## config.mk

```make
export PLATFORM = sky130hd
export DESIGN_NAME = magic_length_deframer_core
export DESIGN_NICKNAME = d
export VERILOG_FILES = /design/src/design/mld_pkg.sv /design/src/design/mld_in_reg.sv /design/src/design/mld_parser.sv /design/src/design/mld_out_reg.sv /design/src/design/magic_length_deframer_core.sv
export SDC_FILE = /design/constraint.sdc
export NUM_CORES = 1
export LEC_CHECK = 0
export BUFFER_PORTS_ARGS = -buffer_cell sky130_fd_sc_hd__buf_2
export CAP_MARGIN = 20
export CORE_ASPECT_RATIO = 0.6
export CORE_UTILIZATION = 35
export CTS_CLUSTER_DIAMETER = 40
export DETAILED_ROUTE_END_ITERATION = 8
export PLACE_DENSITY = 0.59
export SYNTH_ARGS = -nofsm -noshare
export SYNTH_HDL_FRONTEND = slang
export SYNTH_SLANG_ARGS = --single-unit
```

## constraint.sdc

```tcl
create_clock -name clock -period 7.25 [get_ports clock]
set_clock_uncertainty 0.1 [all_clocks]
set_input_delay 1.45 -clock clock [delete_from_list [all_inputs] [get_ports clock]]
set_output_delay 1.45 -clock clock [all_outputs]
set_load 0.03 [all_outputs]
```

## src/design/mld_pkg.sv

```systemverilog
// Package for the magic/length deframer: word types, region and status codes,
// frame layout constants. No dependencies.
package mld_pkg;

   localparam logic [15:0] HEAD_MAGIC_RESET = 16'h4567;
   localparam logic [15:0] TAIL_MAGIC_RESET = 16'h89AB;

   // byte offsets of the fixed header fields
   localparam logic [31:0] POS_CMD       = 32'd2;
   localparam logic [31:0] POS_HLEN      = 32'd4;
   localparam logic [31:0] POS_BLEN      = 32'd6;
   localparam logic [31:0] HEADER_LEN    = 32'd10;
   localparam logic [31:0] POS_CMD_DONE  = 32'd3;
   localparam logic [31:0] POS_HLEN_DONE = 32'd5;
   localparam logic [31:0] POS_BLEN_DONE = 32'd9;
   // last byte index below this means buffer shorter than the minimum frame
   localparam logic [31:0] MIN_LAST_POS  = 32'd11;

   typedef enum logic [1:0] {
      REGION_FIXED  = 2'd0,
      REGION_HEAD   = 2'd1,
      REGION_BODY   = 2'd2,
      REGION_BEYOND = 2'd3
   } region_type;

   typedef enum logic [2:0] {
      STATUS_OK         = 3'd0,
      STATUS_UNDER_MIN  = 3'd1,
      STATUS_HEAD_MAGIC = 3'd2,
      STATUS_SHORT      = 3'd3,
      STATUS_TAIL_MAGIC = 3'd4
   } status_type;

   typedef enum logic {
      CSR_HEAD_MAGIC = 1'b0,
      CSR_TAIL_MAGIC = 1'b1
   } csr_index_type;

   typedef struct packed {
      logic [7:0] data_byte;
      logic       last_byte;
   } in_word_type;

   typedef struct packed {
      logic [7:0]  out_byte;
      region_type  region;
      logic [15:0] command_id;
      logic [15:0] head_length;
      logic [31:0] body_length;
      logic        done_res;
      status_type  status;
   } rsp_word_type;

endpackage

```

## src/design/mld_in_reg.sv

```systemverilog
// Input register stage of the deframer: holds one accepted word.
// Depends on mld_pkg.
module mld_in_reg (
   input  logic                clock,
   input  logic                reset,
   input  logic                in_valid,
   input  mld_pkg::in_word_type in_word,
   output logic                in_ready,
   input  logic                take,
   output logic                out_valid,
   output mld_pkg::in_word_type out_word
);

   logic                 valid_ff, valid_in;
   mld_pkg::in_word_type word_ff;

   assign in_ready  = !valid_ff || take;
   assign valid_in  = in_ready ? in_valid : valid_ff;
   assign out_valid = valid_ff;
   assign out_word  = word_ff;

   always_ff @(posedge clock) begin
      if (reset) begin
         valid_ff <= 1'b0;
      end else begin
         valid_ff <= valid_in;
      end
   end

   always_ff @(posedge clock) begin
      if (in_ready && in_valid) begin
         word_ff <= in_word;
      end
   end

endmodule

```

## src/design/mld_parser.sv

```systemverilog
// Frame tracker: position counter, captured header/tail words, region and
// verdict logic, magic registers. Depends on mld_pkg.
module mld_parser (
   input  logic                  clock,
   input  logic                  reset,
   input  logic                  csr_wr_en,
   input  mld_pkg::csr_index_type csr_index,
   input  logic [15:0]           csr_wdata,
   input  logic                  step,
   input  mld_pkg::in_word_type  in_word,
   output mld_pkg::rsp_word_type rsp_word
);

   logic [15:0] head_magic_ff, tail_magic_ff;
   logic [31:0] pos_ff, pos_in;
   logic [15:0] head_ff, head_in;
   logic [15:0] cmd_ff, cmd_in;
   logic [15:0] hsize_ff, hsize_in;
   logic [31:0] bsize_ff, bsize_in;
   logic [15:0] tail_ff, tail_in;
   logic        seen_ff, seen_in;

   logic [33:0] pos_w, head_end, tail_at;
   logic [7:0]  b;
   mld_pkg::region_type region;
   mld_pkg::status_type status;

   assign b        = in_word.data_byte;
   assign pos_w    = {2'b00, pos_ff};
   // sizes are final once past the fixed header, which is where these matter
   assign head_end = {2'b00, mld_pkg::HEADER_LEN} + {18'd0, hsize_ff};
   assign tail_at  = head_end + {2'b00, bsize_ff};

   always_comb begin
      head_in  = head_ff;
      cmd_in   = cmd_ff;
      hsize_in = hsize_ff;
      bsize_in = bsize_ff;
      tail_in  = tail_ff;
      seen_in  = seen_ff;
      if (pos_ff < mld_pkg::POS_CMD) begin
         head_in = {head_ff[7:0], b};
      end else if (pos_ff < mld_pkg::POS_HLEN) begin
         cmd_in = {cmd_ff[7:0], b};
      end else if (pos_ff < mld_pkg::POS_BLEN) begin
         hsize_in = {hsize_ff[7:0], b};
      end else if (pos_ff < mld_pkg::HEADER_LEN) begin
         bsize_in = {bsize_ff[23:0], b};
      end

      if (pos_ff < mld_pkg::HEADER_LEN) begin
         region = mld_pkg::REGION_FIXED;
      end else if (pos_w < head_end) begin
         region = mld_pkg::REGION_HEAD;
      end else if (pos_w < tail_at) begin
         region = mld_pkg::REGION_BODY;
      end else if (pos_w == tail_at) begin
         region  = mld_pkg::REGION_FIXED;
         tail_in = {8'h00, b};
         seen_in = 1'b0;
      end else if (pos_w == tail_at + 34'd1) begin
         region  = mld_pkg::REGION_FIXED;
         tail_in = {tail_ff[7:0], b};
         seen_in = 1'b1;
      end else begin
         region = mld_pkg::REGION_BEYOND;
      end
   end

   // verdict, first failing check wins
   always_comb begin
      status = mld_pkg::STATUS_OK;
      if (in_word.last_byte) begin
         if (pos_ff < mld_pkg::MIN_LAST_POS) begin
            status = mld_pkg::STATUS_UNDER_MIN;
         end else if (head_ff != head_magic_ff) begin
            status = mld_pkg::STATUS_HEAD_MAGIC;
         end else if (pos_w <= tail_at) begin
            status = mld_pkg::STATUS_SHORT;
         end else if (!seen_in || tail_in != tail_magic_ff) begin
            status = mld_pkg::STATUS_TAIL_MAGIC;
         end
      end
   end

   always_comb begin
      rsp_word.out_byte    = b;
      rsp_word.region      = region;
      rsp_word.command_id  = (pos_ff >= mld_pkg::POS_CMD_DONE)  ? cmd_in   : 16'd0;
      rsp_word.head_length = (pos_ff >= mld_pkg::POS_HLEN_DONE) ? hsize_in : 16'd0;
      rsp_word.body_length = (pos_ff >= mld_pkg::POS_BLEN_DONE) ? bsize_in : 32'd0;
      rsp_word.done_res    = in_word.last_byte;
      rsp_word.status      = status;
   end

   // position saturates at all ones
   assign pos_in = (&pos_ff) ? pos_ff : pos_ff + 32'd1;

   always_ff @(posedge clock) begin
      if (reset) begin
         head_magic_ff <= mld_pkg::HEAD_MAGIC_RESET;
         tail_magic_ff <= mld_pkg::TAIL_MAGIC_RESET;
      end else if (csr_wr_en) begin
         unique case (csr_index)
            mld_pkg::CSR_HEAD_MAGIC: head_magic_ff <= csr_wdata;
            mld_pkg::CSR_TAIL_MAGIC: tail_magic_ff <= csr_wdata;
            default: ;
         endcase
      end
   end

   always_ff @(posedge clock) begin
      if (reset || (step && in_word.last_byte)) begin
         pos_ff   <= '0;
         head_ff  <= '0;
         cmd_ff   <= '0;
         hsize_ff <= '0;
         bsize_ff <= '0;
         tail_ff  <= '0;
         seen_ff  <= 1'b0;
      end else if (step) begin
         pos_ff   <= pos_in;
         head_ff  <= head_in;
         cmd_ff   <= cmd_in;
         hsize_ff <= hsize_in;
         bsize_ff <= bsize_in;
         tail_ff  <= tail_in;
         seen_ff  <= seen_in;
      end
   end

endmodule

```

## src/design/mld_out_reg.sv

```systemverilog
// Result register of the deframer: holds one finished word until taken.
// Depends on mld_pkg.
module mld_out_reg (
   input  logic                  clock,
   input  logic                  reset,
   input  logic                  in_valid,
   input  mld_pkg::rsp_word_type in_word,
   output logic                  in_ready,
   output logic                  out_valid,
   input  logic                  out_ready,
   output mld_pkg::rsp_word_type out_word
);

   logic                  valid_ff, valid_in;
   mld_pkg::rsp_word_type word_ff;

   assign in_ready  = !valid_ff || out_ready;
   assign valid_in  = in_ready ? in_valid : valid_ff;
   assign out_valid = valid_ff;
   assign out_word  = word_ff;

   always_ff @(posedge clock) begin
      if (reset) begin
         valid_ff <= 1'b0;
      end else begin
         valid_ff <= valid_in;
      end
   end

   always_ff @(posedge clock) begin
      if (in_ready && in_valid) begin
         word_ff <= in_word;
      end
   end

endmodule

```

## src/design/magic_length_deframer_core.sv

```systemverilog
// Top level of the magic/length deframer: input register, frame tracker and
// result register. Depends on mld_pkg, mld_in_reg, mld_parser, mld_out_reg.
//
//  channel | direction | handshake            | contents
//  --------+-----------+----------------------+------------------------------------
//  req_    | in        | tvalid/tready        | tdata byte, tlast end of buffer
//  rsp_    | out       | tvalid/tready        | tdata echo+fields+status, tuser
//          |           |                      | region, tlast verdict valid
//  csr_    | in        | wr_en, no wait       | index 0 head magic, 1 tail magic
//
// One word per cycle sustained while rsp_tready stays high; each word passes through the
// input register, then the result register, with the parse logic between.
// Reset is synchronous, active high; it clears both stages, the position counter
// and the captured header, and loads the default magics.
// A stall on rsp_ fills the result register, then the input register; req_tready
// drops only when both hold a word and rsp_tready is low.
// The tracker state returns to its reset value after every word marked tlast.
module magic_length_deframer_core (
   input  logic        clock,
   input  logic        reset,
   // slave side
   input  logic        req_tvalid,
   output logic        req_tready,
   input  logic [7:0]  req_tdata,   // [7:0] data_byte
   input  logic        req_tlast,   // last_byte
   // master side
   output logic        rsp_tvalid,
   input  logic        rsp_tready,
   output logic [79:0] rsp_tdata,   // [7:0] out_byte, [23:8] command_id,
                                    // [39:24] head_length, [71:40] body_length,
                                    // [74:72] status, [79:75] zero
   output logic [1:0]  rsp_tuser,   // [1:0] region
   output logic        rsp_tlast,   // done_res
   // configuration
   input  logic        csr_wr_en,
   input  logic        csr_index,
   input  logic [15:0] csr_wdata
);

   mld_pkg::in_word_type  req_word, stage_word;
   mld_pkg::rsp_word_type calc_word, rsp_word;
   logic                  stage_valid;
   logic                  out_ready;
   logic                  advance;

   assign req_word.data_byte = req_tdata;
   assign req_word.last_byte = req_tlast;

   // a word leaves the input register when the result register can take it
   assign advance = stage_valid && out_ready;

   mld_in_reg u_in_reg (
      .clock     (clock),
      .reset     (reset),
      .in_valid  (req_tvalid),
      .in_word   (req_word),
      .in_ready  (req_tready),
      .take      (out_ready),
      .out_valid (stage_valid),
      .out_word  (stage_word)
   );

   // tracker state moves only on the cycle the word is handed on
   mld_parser u_parser (
      .clock     (clock),
      .reset     (reset),
      .csr_wr_en (csr_wr_en),
      .csr_index (mld_pkg::csr_index_type'(csr_index)),
      .csr_wdata (csr_wdata),
      .step      (advance),
      .in_word   (stage_word),
      .rsp_word  (calc_word)
   );

   mld_out_reg u_out_reg (
      .clock     (clock),
      .reset     (reset),
      .in_valid  (stage_valid),
      .in_word   (calc_word),
      .in_ready  (out_ready),
      .out_valid (rsp_tvalid),
      .out_ready (rsp_tready),
      .out_word  (rsp_word)
   );

   assign rsp_tdata = {5'd0, rsp_word.status, rsp_word.body_length,
                       rsp_word.head_length, rsp_word.command_id, rsp_word.out_byte};
   assign rsp_tuser = rsp_word.region;
   assign rsp_tlast = rsp_word.done_res;

endmodule

```

After elaboration in Yosys (flattened, before gate mapping)
Index checks and enable logic that the tools add are counted.
{"block": "op_classes", "addsub": 4, "n_lt_le_gt_ge": 11, "n_eq_ne": 4, "mux": 27, "bitwise": 3, "reduce_logical": 18}
{"op": "$mux W16", "n": 10}
{"op": "$mux W32", "n": 4}
{"op": "$eq A32 B34 Y1", "n": 2}
{"op": "$lt A32 B34 Y1", "n": 2}
{"op": "$lt A32 B3 Y1 const B", "n": 2}
{"op": "$lt A32 B4 Y1 const B", "n": 2}
{"op": "$add A34 B1 Y34 const B", "n": 1}
{"op": "$add A34 B32 Y34", "n": 1}
{"op": "$le A32 B34 Y1", "n": 1}
{"op": "$add A32 B1 Y32 const B", "n": 1}
{"op": "$ge A32 B2 Y1 const B", "n": 1}
{"op": "$ge A32 B3 Y1 const B", "n": 1}
{"op": "$ge A32 B4 Y1 const B", "n": 1}
{"op": "$lt A32 B2 Y1 const B", "n": 1}
{"op": "$ne A16 B16 Y1", "n": 2}
{"op": "$reduce_and A32 Y1", "n": 1}
{"op": "$add A4 B16 Y17 const A", "n": 1}
{"op": "$mux W2", "n": 5}
{"op": "$reduce_and A2 Y1", "n": 4}
{"op": "$mux W1", "n": 7}
{"op": "$logic_or A1 B1 Y1", "n": 4}
{"op": "$reduce_or A2 Y1", "n": 2}
{"op": "$reduce_or A4 Y1", "n": 1}
{"op": "$logic_and A1 B1 Y1", "n": 3}
{"op": "other kinds (3)", "n": 7}
{"block": "totals", "reg_bits": 250, "in_bits": 31, "out_inout_bits": 85, "wordCells": 90}

Depth between registers and ports, before layout
Gate-level depths: netlist of the first run.
{"block": "depth", "word_depth": 15, "mapped_depth": 30, "depth_no_buf": 28}

Hierarchy
Synthesis of the first run repeated with hierarchy kept, for this count alone.
{"block": "hier_totals", "hier_cells": 1833, "hier_area_um2": 15457.3}
{"module": "mld_parser", "n_inst": 1, "cells_each": 1729, "area_per_inst_um2": 12687.2, "seq_area_each_um2": 3223.1}
{"module": "mld_out_reg", "n_inst": 1, "cells_each": 83, "area_per_inst_um2": 2397.3, "seq_area_each_um2": 2362.3}
{"module": "mld_in_reg", "n_inst": 1, "cells_each": 14, "area_per_inst_um2": 325.3, "seq_area_each_um2": 290.3}
{"module": "magic_length_deframer_core", "n_inst": 1, "cells_each": 7, "area_per_inst_um2": 47.5, "seq_area_each_um2": 0.0}

Worst setup path after synthesis of the first run
OpenSTA, ideal clock, no wires.
{"block": "synth_path", "path_type": "reg-to-reg", "from": "register u_parser.hsize_ff[4]", "to": "register u_out_reg.word_ff (netlist bit u_out_reg.out_word[2]) (data pin)", "setup_ns": 0.267, "arrival_time_ns": 5.604, "required_ns": 6.883, "path_slack_ns": 1.279, "path_stages_with_launch": 30, "n_path_buf": 4, "period_less_slack_ns": 5.971, "cell_sequence": "dfxtp_1 > clkbuf_1 > nand4_1 > nor3_1 > and3_1 > xor2_1 > ha_1 > buf_2 > nand4_1 > or2_2 > a21o_1 > a211oi_1 > xnor2_1 > ha_1 > a21o_1 > a21o_1 > a21o_1 > a21o_1 > a21oi_1 > o211ai_1 > a21oi_1 > nand2b_1 > or2_2 > clkbuf_1 > or3_1 > buf_6 > mux2_2 > a21oi_1 > and4bb_2 > a31oi_1"}
{"block": "synth_between", "elab_chain_cells": 12, "word_cells_on_any_way": 23, "cone_classes": "3 x add/sub; 3 x order compare; 3 x eq/ne; 11 x mux; 3 x reduce/logical"}
{"item": "from (decl)", "line": "mld_parser.sv:18", "rtl": "logic [15:0] hsize_ff, hsize_in;"}
{"item": "from (signal assigned)", "line": "mld_parser.sv:125", "rtl": "hsize_ff <= hsize_in;"}
{"item": "$add A4 B16 Y17 (*)", "line": "mld_parser.sv:31", "rtl": "assign head_end = {2'b00, mld_pkg::HEADER_LEN} + {18'd0, hsize_ff};"}
{"item": "$add A34 B32 Y34", "line": "mld_parser.sv:32", "rtl": "assign tail_at = head_end + {2'b00, bsize_ff};"}
{"item": "$add A34 B1 Y34", "line": "mld_parser.sv:61", "rtl": "end else if (pos_w == tail_at + 34'd1) begin"}
{"item": "$eq A32 B34 Y1", "line": "mld_parser.sv:61"}
{"item": "$mux W16 or $mux W1 (tied branches)", "line": "mld_parser.sv:61"}
{"item": "$mux W16 or $mux W1 (tied branches)", "line": "mld_parser.sv:57", "rtl": "end else if (pos_w == tail_at) begin"}
{"item": "$mux W16 or $mux W1 (tied branches)", "line": "mld_parser.sv:55", "rtl": "end else if (pos_w < tail_at) begin"}
{"item": "$mux W16 or $mux W1 (tied branches)", "line": "mld_parser.sv:53", "rtl": "end else if (pos_w < head_end) begin"}
{"item": "$mux W16 or $mux W1 (tied branches)", "line": "mld_parser.sv:51", "rtl": "if (pos_ff < mld_pkg::HEADER_LEN) begin"}
{"item": "$ne A16 B16 Y1 or $logic_not A1 Y1 (tied branches)", "line": "mld_parser.sv:80", "rtl": "end else if (!seen_in || tail_in != tail_magic_ff) begin"}
{"item": "$logic_or A1 B1 Y1", "line": "mld_parser.sv:80"}
{"item": "$mux W3", "line": "mld_parser.sv:80"}
{"item": "to (signal assigned)", "line": "mld_out_reg.sv:32", "rtl": "word_ff <= in_word;"}
{"item": "to (decl)", "line": "mld_out_reg.sv:15", "rtl": "mld_pkg::rsp_word_type word_ff;"}
Every way passes the cells marked *; elsewhere a longest branch is shown, timed or not.
A chain may end at the register's enable or synchronous reset.

Worst setup path after layout of the first run
Ends and elaborated chain as after synthesis.

==> results.sh, run 1 <==
export IMPL_antenna_left=0
export IMPL_htree_levels=1
export IMPL_crit_chain="nand4_1 > o21bai_1 > nor2_1 > and2_1 > xor2_1 > ha_1 > and4_1 > and2_1 > a22oi_1 > a31oi_1 > xnor2_1 > or4b_1 > or3_1 > a211oi_1 > and4bb_2 > nand4_2 > or3_1 > a211oi_1 > a41oi_1 > nor4_1 > a31oi_1"
export IMPL_seq_area_frac_synth_pct=38.7
export IMPL_globalRouteOverflowTotal=0
export IMPL_synthTopCellsByCount="297 x nand2_1, 171 x nor2_1, 163 x dfxtp_1"
export IMPL_ys_dominant_reg_cell="dfxtp_1"
export IMPL_holdWs_ns=0.356
export IMPL_netlist_area_leader_share_pct=21.5
export IMPL_fin_area_um2=17100
export IMPL_max_freq_mhz=148
export IMPL_synth_area_leaders="dfxtp_1 22%, edfxtp_1 17%, nand2_1 7.3%"
export IMPL_numCtsBuffers=27
export IMPL_async_flop_share_pct=0
export IMPL_via_per_inst=5.47
export IMPL_grt_pass1_vias=12037
export IMPL_synth_edf_count=87
export IMPL_hpwl_um=32900
export IMPL_place_area_um2=16200
export IMPL_cts_hold_buf=0
export IMPL_die_w_um=271
export IMPL_crit_fanout=10
export IMPL_drive_above_1_share_pct=12.8
export IMPL_yosys_area_top_type="dfxtp_1"
export IMPL_ir_drop_uv=138
export IMPL_crit_path_end_kind="flip-flop"
export IMPL_synth_warnings=0
export IMPL_io_pins=116
export IMPL_fin_ws_ns=0.486
export IMPL_place_congestion=0.923
export IMPL_p_leak_uw=0.00636
export IMPL_finalHoldViolations=0
export IMPL_syn_instance_count=1763
export IMPL_setup_viol=0
export IMPL_drv_slew=0
export IMPL_relSlewSlack_pct=26.6
export IMPL_fp_row_count=58
export IMPL_drt_initial_drc_count=1149
export IMPL_wl_um=43600
export IMPL_synth_area_per_cell_um2=8.61
export IMPL_start_util_pct=35.9
export IMPL_wl_per_cell_um=18.1
export IMPL_cp_required_ns=7.44
export IMPL_cts_root_buf="clkbuf_16"
export IMPL_critPathSlowestCell="or4b_1"
export IMPL_area_delta_synth_final_pct=13.0
export IMPL_r2r_slack_ns=0.49
export IMPL_die_area_um2=44200
export IMPL_holdCritPathClass="reg2reg"
export IMPL_cp_top_family="simple AND/OR/NAND/NOR gates"
export IMPL_fp_dieH_um=163
export IMPL_synth_most_common_cell="nand2_1"
export IMPL_yosysUniqueCellTypes=96
export IMPL_cts_tree="built"
export IMPL_worst_pin_slew_ns=1.10
export IMPL_drv_cap=0
export IMPL_max_stage_delay_ns=0.61
export IMPL_cp_num_buf_inv=0
export IMPL_yosys_register_bits=250
export IMPL_start_kind="flip-flop"
export IMPL_synthesis_area_um2=15200
export IMPL_clkTransAtPathRegs_ns=0.06
export IMPL_design_core_area_um2=42300
export IMPL_fin_crit_sh_pct=93.3
export IMPL_numClockSinks=250
export IMPL_power_density_nw_per_um2=181
export IMPL_clock_latency_ns=0.56
export IMPL_drt_pass1_iterations=5
export IMPL_port_buffers=110
export IMPL_diodes=0
export IMPL_post_place_ws_ns=0.462
export IMPL_grt_use_total_pct=19.4
export IMPL_critPathKind="reg2reg"
export IMPL_post_cts_resized=0
export IMPL_status="finished clean"
export IMPL_utilization_pct=40.5
export IMPL_fin_nets=1923
export IMPL_drcViolationCount=0
export IMPL_num_vias=13199
export IMPL_post_route_min_period_ns=6.76
export IMPL_grt_max_degree=72
export IMPL_fin_setup_tns_ns=0
export IMPL_arrival_ns=6.95
export IMPL_grt_pass1_wl_um=68500
export IMPL_antenna_found_initial=1
export IMPL_clockBufferDepth=3
export IMPL_cts_setup_buffers=0
## worst register-to-register path: cells and delay by family, from the launching register on
kind                       cells  cell delay [ns]
AOI/OAI and AO/OA              7             1.40
DFF                            1             0.49
xor gates and xnor gates       2             0.50
and+or+nand+nor               11             3.58
adders and majority gates      1             0.43
## metal layers
| metal | up-vias | track usage, % | part of all wire (%) |
|---|---|---|---|
| met2 | 460 | 25.8 | 38 |
| met4 | 0 | 2.82 | 1.1 |
| met5 | - | 0 | 0 |
| met3 | 42 | 4.57 | 8.6 |
| li1 | 6378 | - | - |
| met1 | 6319 | 31.2 | 52 |
## path summary, 6_finish.rpt
path | from | end | depth (start not counted)
setup / recovery | u_parser.hsize_ff[4] | u_out_reg.out_word[2] | 21
hold / removal | u_parser.cmd_ff[8] | u_parser.cmd_ff[8] | 2
setup reg to reg | u_parser.hsize_ff[4] | u_out_reg.out_word[2] | 21
hold reg to reg | u_parser.cmd_ff[8] | u_parser.cmd_ff[8] | 2
## placed cells by master, fill, tap and decap left out, drive strengths merged, types with 27 or more instances in the layout
cell    count
mux2i      75
xor2       66
buf       127
edfxtp     87
nand2     298
inv        55
nor2      171
xnor2      55
ha         70
o21ai      41
a21o       41
nand3      40
nand4      39
nor4       27
clkbuf     35
dfxtp     163
a21oi     147
nor3       36
## cell type report
class | instances | area (µm²)
fill | 4200 | 25200
multi-input combinational | 1365 | 8760
sequential | 250 | 5880
clock buffer | 34 | 732
tap | 570 | 713
timing repair buffer | 128 | 692
clock inverter | 16 | 194
inverter | 49 | 185
## where the power goes
group | internal (µW) | switching [µW] | total (µW)
clock | 809 | 616 | 1420
combinational | 47.2 | 114 | 161
sequential | 1480 | 35.1 | 1520
## stage by stage
| stage | total power [µW] | std cells |
|---|---|---|
| after floorplan | 1650 | 1767 |
| after global placement | 1710 | 2359 |
| after detailed placement | 1710 | 2359 |
| after CTS | 3130 | 2409 |
| after global routing | 3210 | 2412 |
| final | 3100 | 2412 |
## registers in the layout (all words and copies together) (netlist names)
| register | cells |
|---|---|
| u_parser.bsize_ff | 32 |
| u_parser.head_ff | 16 |
| u_out_reg.out_valid | 1 |
| u_parser.tail_ff | 16 |
| u_parser.head_magic_ff | 16 |
| u_parser.cmd_ff | 16 |
| u_out_reg.out_word | 78 |
| u_in_reg.out_word | 9 |
| u_parser.tail_magic_ff | 16 |
| u_in_reg.out_valid | 1 |
| u_parser.pos_ff | 32 |
| u_parser.hsize_ff | 16 |
| u_parser.seen_ff | 1 |
## kinds of logic after synthesis
logic type                 Yosys count  share of synthesized area [%]
AOI/OAI and AO/OA                  335                           14.4
DFF                                250                           38.7
muxes                               78                           5.17
adders and majority gates           71                           5.90
other                                1                         0.0247
buffers and inverters              152                           4.15
and+or+nand+nor                    749                           23.7
xor gates and xnor gates           127                           7.92
Note: power is estimated with default switching activity, not from simulation.
==> run 2: changes to the inputs <==
Settings changed: CORE_UTILIZATION 35 to 65, PLACE_DENSITY 0.59 to 0.93.
Clock period 7.25 ns to 7.9 ns, I/O delays scaled along.
==> results.sh, run 2 (synthesis results as in run 1) <==
export IMPL_via_per_inst=6.60
export IMPL_place_area_um2=15800
export IMPL_crit_path_end_kind="flip-flop"
export IMPL_drt_pass1_iterations=8
export IMPL_clockBufferDepth=3
export IMPL_clock_latency_ns=0.56
export IMPL_critPathKind="reg2reg"
export IMPL_arrival_ns=7.44
export IMPL_die_area_um2=24000
export IMPL_drv_slew=0
export IMPL_start_kind="flip-flop"
export IMPL_cpMostUsedCell="a21oi_1"
export IMPL_p_leak_uw=0.00630
export IMPL_post_cts_resized=0
export IMPL_hpwl_um=32400
export IMPL_fin_crit_sh_pct=92.1
export IMPL_area_delta_synth_final_pct=9.90
export IMPL_cts_root_buf="clkbuf_16"
export IMPL_place_congestion=1.04
export IMPL_finalHoldViolations=0
export IMPL_cts_tree="built"
export IMPL_max_freq_mhz=137
export IMPL_largest_reg_flops=78
export IMPL_post_route_min_period_ns=7.27
export IMPL_wl_um=44600
export IMPL_holdCritPathClass="reg2reg"
export IMPL_num_vias=14114
export IMPL_grt_pass1_wl_um=69100
export IMPL_globalRouteOverflowTotal=0
export IMPL_start_util_pct=67.5
export IMPL_status="finished clean"
export IMPL_clkTransAtPathRegs_ns=0.07
export IMPL_fp_row_count=42
export IMPL_post_place_ws_ns=1.02
export IMPL_fillCellCount=1597
export IMPL_multi_input_area_um2=8730
export IMPL_htree_levels=1
export IMPL_drive_above_1_share_pct=12.0
export IMPL_io_pins=116
export IMPL_fin_setup_tns_ns=0
export IMPL_layout_commonest_cell="nand2_1"
export IMPL_relSlewSlack_pct=26.9
export IMPL_diodes=0
export IMPL_drv_cap=0
export IMPL_wl_per_cell_um=20.8
export IMPL_total_power_uw=2730
export IMPL_rsz0062_at_grt="false"
export IMPL_crit_fanout=13
export IMPL_die_w_um=199
export IMPL_numCtsBuffers=25
export IMPL_worst_pin_slew_ns=1.10
export IMPL_critPathSlowestCell="xnor2_1"
export IMPL_drt_initial_drc_count=1782
export IMPL_max_stage_delay_ns=0.58
export IMPL_port_buffers=110
export IMPL_ir_drop_uv=197
export IMPL_design_core_area_um2=22500
export IMPL_cts_setup_buffers=0
export IMPL_antenna_left=0
export IMPL_fin_nets=1916
export IMPL_drcViolationCount=0
export IMPL_setup_viol=0
export IMPL_grt_max_degree=105
export IMPL_grt_use_total_pct=37.0
export IMPL_cts_hold_buf=0
export IMPL_final_seq_area_um2=5880
export IMPL_numClockSinks=250
export IMPL_fin_ws_ns=0.626
export IMPL_power_density_nw_per_um2=164
export IMPL_cp_required_ns=8.07
export IMPL_antenna_found_initial=0
export IMPL_final_cell_mix="297 x nand2_1, 170 x nor2_1, 163 x dfxtp_1"
export IMPL_grt_pass1_vias=12763
export IMPL_utilization_pct=74.2
export IMPL_fp_dieH_um=120
export IMPL_fin_area_um2=16700
==> run 2: cell count changes in the layout (fill, tap and decap cells not counted), moves of 2 or more <==
cell and delta:
buf_4 -6, inv_8 -3, clkbuf_1 +2, nor3_1 +2
bufinv_16 -2, clkinv_4 -2, clkinvlp_2 -2, nor3_2 -2
==> run 2: per-stage QoR <==
stage / cells / hold WS (ns)
2_1_floorplan: 1767 / 0.324
3_3_place_gp: 2091 / 0.342
3_5_place_dp: 2091 / 0.352
4_1_cts: 2136 / 0.361
5_1_grt: 2140 / 0.379
6_report: 2140 / 0.362
==> run 2: path summary, 6_finish.rpt <==
kind | start | endpoint | slack (ns) | depth (start not counted)
worst max-delay path | u_parser.hsize_ff[1] | u_out_reg.out_word[2] | 0.63 | 26
worst min-delay path | u_parser.cmd_ff[14] | u_parser.cmd_ff[14] | 0.36 | 2
worst max register to register | u_parser.hsize_ff[1] | u_out_reg.out_word[2] | 0.63 | 26
worst min register to register | u_parser.cmd_ff[14] | u_parser.cmd_ff[14] | 0.36 | 2
==> run 2: critical path, delay by kind of cell (launching register included) <==
family | cells | cell delay, ns
AOI/OAI and AO/OA | 14 | 2.57
and+or+nand+nor | 7 | 1.96
xor gates and xnor gates | 3 | 1.03
adders and majority gates | 2 | 0.80
DFF | 1 | 0.53
==> run 2: routing by layer <==
metal | up-vias | wire [µm] | track usage [%]
met5 | - | 0 | 0
met4 | 0 | 1020 | 9.09
met3 | 100 | 6370 | 11.2
met2 | 966 | 18100 | 50.7
met1 | 6691 | 19200 | 55.8
li1 | 6357 | - | -
==> run 2: power by group <==
group          internal (µW)  switching (µW)
Combinational           43.7             107
Sequential              1360            31.2
Clock                    657             534
Total                   2060             673
==> run 2: layout make-up <==
cell class	count	share of cell area, %
Clock inverter	9	0.578
Clock buffer	36	4.37
Sequential cell	250	35.2
Inverter	49	1.11
Timing Repair Buffer	123	4.05
Multi-Input combinational cell	1365	52.4
Tap cell	308	2.31
